==> config.mk <==
export PLATFORM = sky130hd
export DESIGN_NAME = ufb_ctrl
export DESIGN_NICKNAME = d
export VERILOG_FILES = /design/src/rtl/core/udp_ipv4_frame_builder_assert.svh /design/src/rtl/core/ufb_pkg.sv /design/src/rtl/core/ufb_ctrl.sv
export SDC_FILE = /design/constraint.sdc
export NUM_CORES = 1
export LEC_CHECK = 0
export ABC_AREA = 0
export BUFFER_PORTS_ARGS = -buffer_cell sky130_fd_sc_hd__buf_4
export CELL_PAD_IN_SITES_DETAIL_PLACEMENT = 1
export CELL_PAD_IN_SITES_GLOBAL_PLACEMENT = 1
export CORE_ASPECT_RATIO = 0.9
export CORE_UTILIZATION = 39
export CTS_CLUSTER_SIZE = 10
export DETAILED_ROUTE_END_ITERATION = 10
export PLACE_DENSITY = 0.8
export SYNTH_ARGS = -nofsm -noshare
export SYNTH_HDL_FRONTEND = slang
export SYNTH_SLANG_ARGS = --single-unit
==> constraint.sdc <==
create_clock -name clock -period 3.7 [get_ports clock]
set_input_delay 1.11 -clock clock [delete_from_list [all_inputs] [get_ports clock]]
set_output_delay 1.11 -clock clock [all_outputs]
set_load 0.1 [all_outputs]
==> src/rtl/core/udp_ipv4_frame_builder_assert.svh <==
// Assertion macros for the UDP/IPv4 frame builder.
`ifndef UDP_IPV4_FRAME_BUILDER_ASSERT_SVH
`define UDP_IPV4_FRAME_BUILDER_ASSERT_SVH
`ifndef SYNTHESIS
`define UFB_ASSERT_IMPL(label, clk, rst, prop, msg) \
   label: assert property (@(posedge clk) disable iff (rst) prop) else $error(msg);
`define UFB_ASSERT_NORST(label, clk, prop, msg) \
   label: assert property (@(posedge clk) prop) else $error(msg);
`else
`define UFB_ASSERT_IMPL(label, clk, rst, prop, msg)
`define UFB_ASSERT_NORST(label, clk, prop, msg)
`endif
`endif

==> src/rtl/core/ufb_pkg.sv <==
// ---------------------------------------------------------------------------
// ufb_pkg
// Shared types and constants of the UDP/IPv4 frame builder.
// ---------------------------------------------------------------------------
package ufb_pkg;
   localparam int FRAME_BYTES = 512;
   localparam int PTR_W       = $clog2(FRAME_BYTES + 1);
   localparam int ADDR_W      = $clog2(FRAME_BYTES);
   localparam int WORD_W      = ADDR_W - 3;
   localparam int HDR_BYTES   = 42;

   localparam logic [1:0] CSR_DST_MAC = 2'd0;
   localparam logic [1:0] CSR_SRC_MAC = 2'd1;
   localparam logic [1:0] CSR_IP_ID   = 2'd2;
   localparam logic [1:0] CSR_IP_TTL  = 2'd3;

   typedef enum logic [1:0] {
      ST_COLLECT,
      ST_CHECKSUM,
      ST_EMIT
   } state_type;

   typedef struct packed {
      logic take_word;
      logic first_word;
      logic start_sum;
      logic clear_frame;
   } cmd_type;

   typedef struct packed {
      logic             word_last;
      logic [WORD_W:0]  word_count;
   } status_type;
endpackage

==> src/rtl/core/ufb_ctrl.sv <==
// ---------------------------------------------------------------------------
// ufb_ctrl
// Sequencer: collect payload, fold checksum, emit frame words.
// ---------------------------------------------------------------------------
module ufb_ctrl (
   input  logic                   clock,
   input  logic                   reset,
   input  logic                   in_valid,
   output logic                   in_ready,
   input  logic                   in_last,
   input  logic                   out_ready,
   output logic                   out_valid,
   output logic [ufb_pkg::WORD_W-1:0] rd_word,
   output logic                   out_last,
   input  ufb_pkg::status_type    status,
   output ufb_pkg::cmd_type       cmd
);
   ufb_pkg::state_type state_ff, state_in;
   logic first_ff, first_in;
   logic [ufb_pkg::WORD_W:0] sent_ff, sent_in;   // words delivered
   logic ov_ff, ov_in;                          // output valid
   logic fire_in, fire_out;

   always_ff @(posedge clock) begin
      if (reset) begin
         state_ff <= ufb_pkg::ST_COLLECT;
         first_ff <= 1'b1;
         sent_ff  <= '0;
         ov_ff    <= 1'b0;
      end else begin
         state_ff <= state_in;
         first_ff <= first_in;
         sent_ff  <= sent_in;
         ov_ff    <= ov_in;
      end
   end

   always_comb begin
      state_in = state_ff;
      first_in = first_ff;
      sent_in  = sent_ff;
      ov_in    = ov_ff;
      in_ready = 1'b0;
      cmd      = '0;
      fire_in  = 1'b0;
      fire_out = ov_ff && out_ready;
      case (state_ff)
         ufb_pkg::ST_COLLECT: begin
            in_ready = 1'b1;
            fire_in  = in_valid;
            cmd.take_word  = fire_in;
            cmd.first_word = fire_in && first_ff;
            if (fire_in) begin
               first_in = in_last;
               if (in_last) begin
                  state_in = ufb_pkg::ST_CHECKSUM;
               end
            end
         end
         ufb_pkg::ST_CHECKSUM: begin
            // the checksum is registered this cycle; address word 0
            cmd.start_sum = 1'b1;
            sent_in  = '0;
            ov_in    = 1'b1;
            state_in = ufb_pkg::ST_EMIT;
         end
         ufb_pkg::ST_EMIT: begin
            // advance on each transaction; the read address follows sent_in
            if (fire_out) begin
               sent_in = sent_ff + 1'b1;
               if (sent_ff + 1'b1 == status.word_count) begin
                  cmd.clear_frame = 1'b1;
                  ov_in    = 1'b0;
                  state_in = ufb_pkg::ST_COLLECT;
               end
            end
         end
         default: state_in = ufb_pkg::ST_COLLECT;
      endcase
   end

   assign rd_word   = sent_in[ufb_pkg::WORD_W-1:0];
   assign out_valid = ov_ff;
   assign out_last  = (sent_ff + 1'b1 == status.word_count);
endmodule

Word-level counts from Yosys, hierarchy flattened. Cells that the tools add are included.

Register bits after elaboration: 11. Logic and storage cells: 37.

$add $sub $neg: 1. Eq/ne operators: 7. Muxes and demuxes: 16. Reductions and logical operators: 8.

Operator list (number): one-hot mux 7 bit (2 select lines) (1); two-way mux 2 bit (5); != test 2 bit (second input constant) (4); adder 7 x 1 -> 7 bit (second input constant) (1); equality test 7 bit (1); two-way mux 1 bit (7); two-way mux 7 bit (1); one-hot mux 2 bit (3 select lines) (1); AND reduction 2 bit (2); AND reduction 4 bit (1); AND reduction 3 bit (1); equality test 2 x 1 -> 1 bit (second input constant) (1); equality test 2 bit (second input constant) (1); logical AND 1 bit (2); logical NOT 2 bit (1); one-hot mux 1 bit (2 select lines) (1); nonzero test 2 bit (1).

Longest topological paths before layout. Gate-level depths: netlist (run 1).

Depth in word-level cells: 5. Depth in mapped cells: 8.

Worst setup path before layout (run 1). No wires, ideal clock.

Path kind: input port to output port. From: input port status[4] in the netlist's numbering. To: output port cmd[0] in the netlist's numbering. Arrival: 3.496 ns. Path slack: -0.906 ns. Stages on the path: 4. Buffers on the path: 0. Cell sequence: xnor2_1 nor2_1 a2111oi_4 and3_2.

RTL lines: start: declaration (RTL line ufb_ctrl.sv:15) `input ufb_pkg::status_type status,`; end: declaration (RTL line ufb_ctrl.sv:16) `output ufb_pkg::cmd_type cmd`.

==> run metrics, run 1 <==
ANT cells=0; DRT antenna net count=0; crit path max-delay cell type=buf_4; count of different cell masters after synthesis=34; die area=2566 µm²; post-CTS setup buffers=0; row cnt=16; Worst-path clk slew=80 ps; Synthesis Warnings=0; uppermost layer routed=met4; PortBufs=24; RR Startpoint=sent_ff[0]$_SDFF_PP0_; Worst Setup Path Type=input port to primary output; Post-DP Area=1137 µm²; Setup Skew=0.5167 ps; DRC viols=0; Final Max Tran Viols=0; Worst-Skew Late Latency=280 ps; PnR worst setup slack=155.0 ps; CP most frequent cell=buf_4; largest net degree at the start of global routing=14; design area=1167 µm²; hold crit path type=flop to flop; CP Launch Type=input port; Synth Cell Area=923.4 µm²; Crit path max-delay family=buffers and inverters; cts hold-fix bufs=0; # setup viols final=0; met3 WL=85 µm; Critical Path Fanout Max=2; met2 WL=1.341 mm; Filler Cells Inserted=299; pre-CTS setup slack=142.1 ps; CP startpoint=status[3]; overflow left after global routing=0; Syn Inst Count=124; Starting Density=41.93%; Synth Area in XOR/XNOR=10.16%; DR iter-0 viols=15; vias in the first global route=861; RSZ-0062 raised after global routing=no; final setup TNS=0 ps; gpl congestion=0.8292; cell taking the most area after synthesis=dfxtp_1; Clock Power Share=27.3%; Buf/Inv on CP=2; CP endpoint kind=primary output; max-cap viol count=0; Finished Layout Cells=171; worst path cell trace=buf_4 > xor2_2 > xnor2_1 > o2111ai_2 > a2111oi_4 > and3_2 > buf_4; initial antenna violation count=0; post-synthesis compound-gate area fraction=22.09%; post-route met1 wirelength=1.178 mm; critical path arrival=2440 ps; pwr dens=282.4 nW/µm²; Cell Int Power=0.1981 mW; Synth top area share=23.85%; Overall Global Routing Usage=21.96%; Lkg Pwr=0.4925 nW; Post-Synth Adder-Cell Area=5.420%; Worst Path Required=2590 ps; hold slack=555.7 ps; Hold Crit Start=sent_ff[6]$_SDFFE_PP0P_; die extent in x=53.29 µm; Sw Ratio=39.92%; FF/Latch Area=221.5 µm²; wire per inst=15.37 µm; Vias=923; First-pass DRT Iterations=4; sequential area share after synthesis=23.85%; # nets final=162; footprint of the multi-input gates=656.9 µm²; Seq pwr share=37.7%; placed cells=167; clock tree from TritonCTS=built; Syn Area/Cell=7.447 µm²; Switching Power=0.1316 mW; largest family of logic cells by synthesized area=simple AND/OR/NAND/NOR gates; Peak VDD IR=0.2696 mV; post-DP HPWL=2.016 mm; Via density=5.398; mux contribution to synthesized area=1.084%; Comb power frac=34.9%; core area=2202 µm²; CP peak stage delay=280 ps; top cells by area, synth=dfxtp_1 (24%), nand2_1 (7.3%), a21oi_1 (5.4%); Clock Tree Root=clkbuf_4; Die H=48.16 µm; area added between synthesis and finish=26.42%; number of hold violations in the final report=0; status=finished, final reports clean; period utilisation layout=95.81%; TritonCTS sink count=11; syn_nets=141; f_max=0.2821 GHz; H-tree depth=1; Clock Path Buffers=2; Max-slew headroom=69.68%; commonest non-fill, non-tap cell in the layout=buf_4; crit path time final=3545 ps; WL final=2.628 mm; layout cells sized above 1=30.56%; TritonCTS Buffers=3; first-pass GRT wire length=3.891 mm; #FFs+latches synth=11; Slew @ Worst Pin=454.8 ps; Top-Level Pins=26; most frequent cells in the layout=buf_4 (26), nand2_1 (18), a21oi_1 (10), dfxtp_1 (10); Simple-Gate Fraction of Synth Area=27.24%
## layer usage
metal  vias up  GRT usage (%)
met5         -              0
met2        16          37.25
met3         4          6.854
met1       444          26.72
li1        459              -
met4         0          7.368
## repair_timing
item | CTS | global route
setup endpoints to repair | 0 | 2
endpoints found under the hold margin | 0 | 0
resized for setup | 0 | 2
## synthesized netlist by cell type (all sizes together)
master   count
nand2       19
dfxtp       11
a21oi       10
inv          9
o21ai        9
and3         6
buf          6
nor2         6
nor2b        6
xnor2        6
nand3        5
clkbuf       4
ha           4
xor2         3
a211o        2
and2         2
nor3         2
o22ai        2
a2111oi      1
a21o         1
a311oi       1
a41o         1
and4         1
mux2i        1
nand2b       1
nor4         1
o2111ai      1
o21a         1
o31ai        1
or2          1
## final cells by class
type,instances,share of cell area (%)
Sequential cell,11,18.97
Multi-Input combinational cell,94,56.27
Timing Repair Buffer,26,16.72
Tap cell,27,2.894
Clock buffer,4,2.251
Inverter,9,2.894
## worst reg2reg max path, cell delays in order (launching register included)
cell,delay (ps)
dfxtp_2,400
ha_2,260
nand3_1,140
or2_4,300
xnor2_2,160
a2111oi_4,340
buf_4,190
a41o_2,170
a21oi_1,30
## per-stage QoR
stage / power [mW] / util (%)
after floorplan: 0.2106 / -
after global placement: 0.2391 / 51.65
after detailed placement: 0.2427 / 51.65
after CTS: 0.3334 / 52.84
after global routing: 0.3444 / 53.01
final: 0.3297 / 53.01
## sequential cells by signal, summed over array words and instances (netlist names)
register and count:
out_valid 1, state_ff 2, first_ff 1, sent_ff 7
## power by group through the flow
stage          logic, mW  registers [mW]  clock network [mW]
2_1_floorplan     0.0768           0.134                   0
3_3_place_gp       0.112           0.127                   0
3_5_place_dp       0.116           0.127                   0
4_1_cts            0.116           0.124              0.0931
5_1_grt            0.123           0.125              0.0969
6_report           0.115           0.124              0.0901
## kinds of logic (layout without fill, tap and decap cells)
family	Yosys count	count (layout)
fa+ha+maj	4	4
buf+inv	19	39
xor+xnor	9	9
flops	11	11
simple gates	50	50
compound gates	30	30
mux	1	1
## final timing paths
kind         slack, ps                       end  cells after the start
max                150                    cmd[0]                      7
max reg2reg       1610  state_ff[1]$_SDFFE_PP0P_                      8
min                560   sent_ff[6]$_SDFFE_PP0P_                      2
min reg2reg        560   sent_ff[6]$_SDFFE_PP0P_                      2
Note: power is estimated with default switching activity, not from simulation.
==> inputs of run 2 (changes only) <==
Settings changed: REMOVE_ABC_BUFFERS set to 1.
==> run 2 against run 1 <==
Total power is 1.1% lower. Clock power hardly changed. Combinational power is 3% lower. Sequential cell count stayed put. Design area is 3.4% lower. Wire length is 5.7% lower. First-iteration DRC count is 60% lower. Sequential share of layout area is 0.67 points higher. Via count is 0.98% lower. Hold slack better by 4.1 ps. Critical path type unchanged. Critical endpoint is now out_last. Largest cell class unchanged.
==> run metrics, run 2 (synthesis gave the netlist of run 1 again) <==
post-CTS setup buffers=0; Overall Global Routing Usage=21.03%; Post-DP Area=1092 µm²; WL final=2.478 mm; Finished Layout Cells=171; # nets final=162; Worst Setup Path Type=input port to primary output; post-DP HPWL=1.899 mm; design area=1127 µm²; H-tree depth=1; Starting Density=41.93%; Final Max Tran Viols=0; Setup Skew=14.07 ps; gpl congestion=0.8044; Peak VDD IR=0.1871 mV; Clock Tree Root=clkbuf_4; initial antenna violation count=0; DRC viols=0; Hold Crit Endpoint=sent_ff[6]$_SDFFE_PP0P_; footprint of the multi-input gates=611.8 µm²; Worst-Skew Late Latency=290 ps; R2R Setup Slk=1600 ps; TritonCTS Buffers=3; met3 usage=5.607%; FF-to-FF End=state_ff[1]$_SDFFE_PP0P_; grt peak-use layer=met2; largest net degree at the start of global routing=14; die area=2566 µm²; core area=2202 µm²; first-pass GRT wire length=3.746 mm; pre-CTS setup slack=78.93 ps; # setup viols final=0; Clock Path Buffers=2; DRT antenna net count=0; layout cells sized above 1=27.78%; placed cells=167; DR iter-0 viols=6; cts hold-fix bufs=0; ANT cells=0; PortBufs=24; Power Total=0.3260 mW; wire per inst=14.49 µm; number of hold violations in the final report=0; PnR worst setup slack=120.3 ps; Lkg Pwr=0.4838 nW; Vias=914; met2 usage=36.25%; row cnt=16; Worst-path clk slew=90 ps; max reg flops=7; Top-Level Pins=26; area added between synthesis and finish=22.09%; commonest non-fill, non-tap cell in the layout=buf_4; crit path time final=3580 ps; clock tree from TritonCTS=built; Hold Crit Start=sent_ff[6]$_SDFFE_PP0P_; max-cap viol count=0; Die H=48.16 µm; Top reg by flops=sent_ff; TritonCTS sink count=11; hold path depth=2; CP Launch Type=input port; status=finished, final reports clean; most frequent cells in the layout=buf_4 (25), nand2_1 (18), a21oi_1 (10), dfxtp_1 (10); RR Startpoint=sent_ff[1]$_SDFF_PP0_; largest registers=sent_ff x7, state_ff x2; period utilisation layout=96.75%; hold crit path type=flop to flop; worst reg-to-reg path cell count=8; Filler Cells Inserted=289; post-cts resize count=0; Worst Path Required=2590 ps; FF/Latch Area=221.5 µm²; CP startpoint=status[4]; Slew @ Worst Pin=436.7 ps; vias in the first global route=842; met1 global-route usage=25.47%; f_max=0.2794 GHz; Max-slew headroom=70.89%; RSZ-0062 raised after global routing=no; Via density=5.345; pwr dens=289.2 nW/µm²; First-pass DRT Iterations=4; critical path arrival=2470 ps; overflow left after global routing=0; Critical Path Fanout Max=4; CP endpoint kind=primary output; die extent in x=53.29 µm
[run 2: changes by cell type in the layout (fill, tap and decap cells not counted), sizes merged]
cell / before / now
clkbuf: 4 / 3
clkinv: 0 / 1
[run 2: critical path, cell delays in order]
cell	delay, ps
buf_4	110
xnor2_1	290
nor2_1	130
a2111oi_4	350
buf_4	190
buf_4	290
[run 2: where the power goes]
part / leakage [nW] / internal, mW / switching (mW)
registers: 0.0897 / 0.122 / 0.00258
clock network: 0.0177 / 0.0403 / 0.0501
logic: 0.376 / 0.0326 / 0.0785
[run 2: layout make-up]
type	count	area share (%)
Timing Repair Buffer	26	17.65
Inverter	9	2.997
Multi-Input combinational cell	94	54.27
Tap cell	27	2.997
Clock buffer	3	1.998
Clock inverter	1	0.4440
Sequential cell	11	19.64
[run 2: through the flow]
stage	util (%)	setup TNS, ps	hold slack (ps)
floorplan	-	-2646	498.8
finish	51.19	0	559.8
global route	51.19	0	595.0
CTS	50.85	0	565.2
detailed placement	49.60	0	553.5
global placement	49.60	0	520.1
[run 2: how the worst max path moves through the flow]
stage | cells past startpoint | end
final | 6 | out_last
after global routing | 7 | out_last
after CTS | 7 | cmd[0]
after detailed placement | 7 | cmd[0]
after global placement | 6 | cmd[0]
after floorplan | 4 | cmd[0]
[run 2: per-layer routing]
metal	part of all wire [%]	vias to the layer above	routed length (µm)
li1	-	460	-
met1	47	440	1165
met2	49	11	1226
met3	2.5	3	63
met4	0.93	0	23
met5	0	-	0
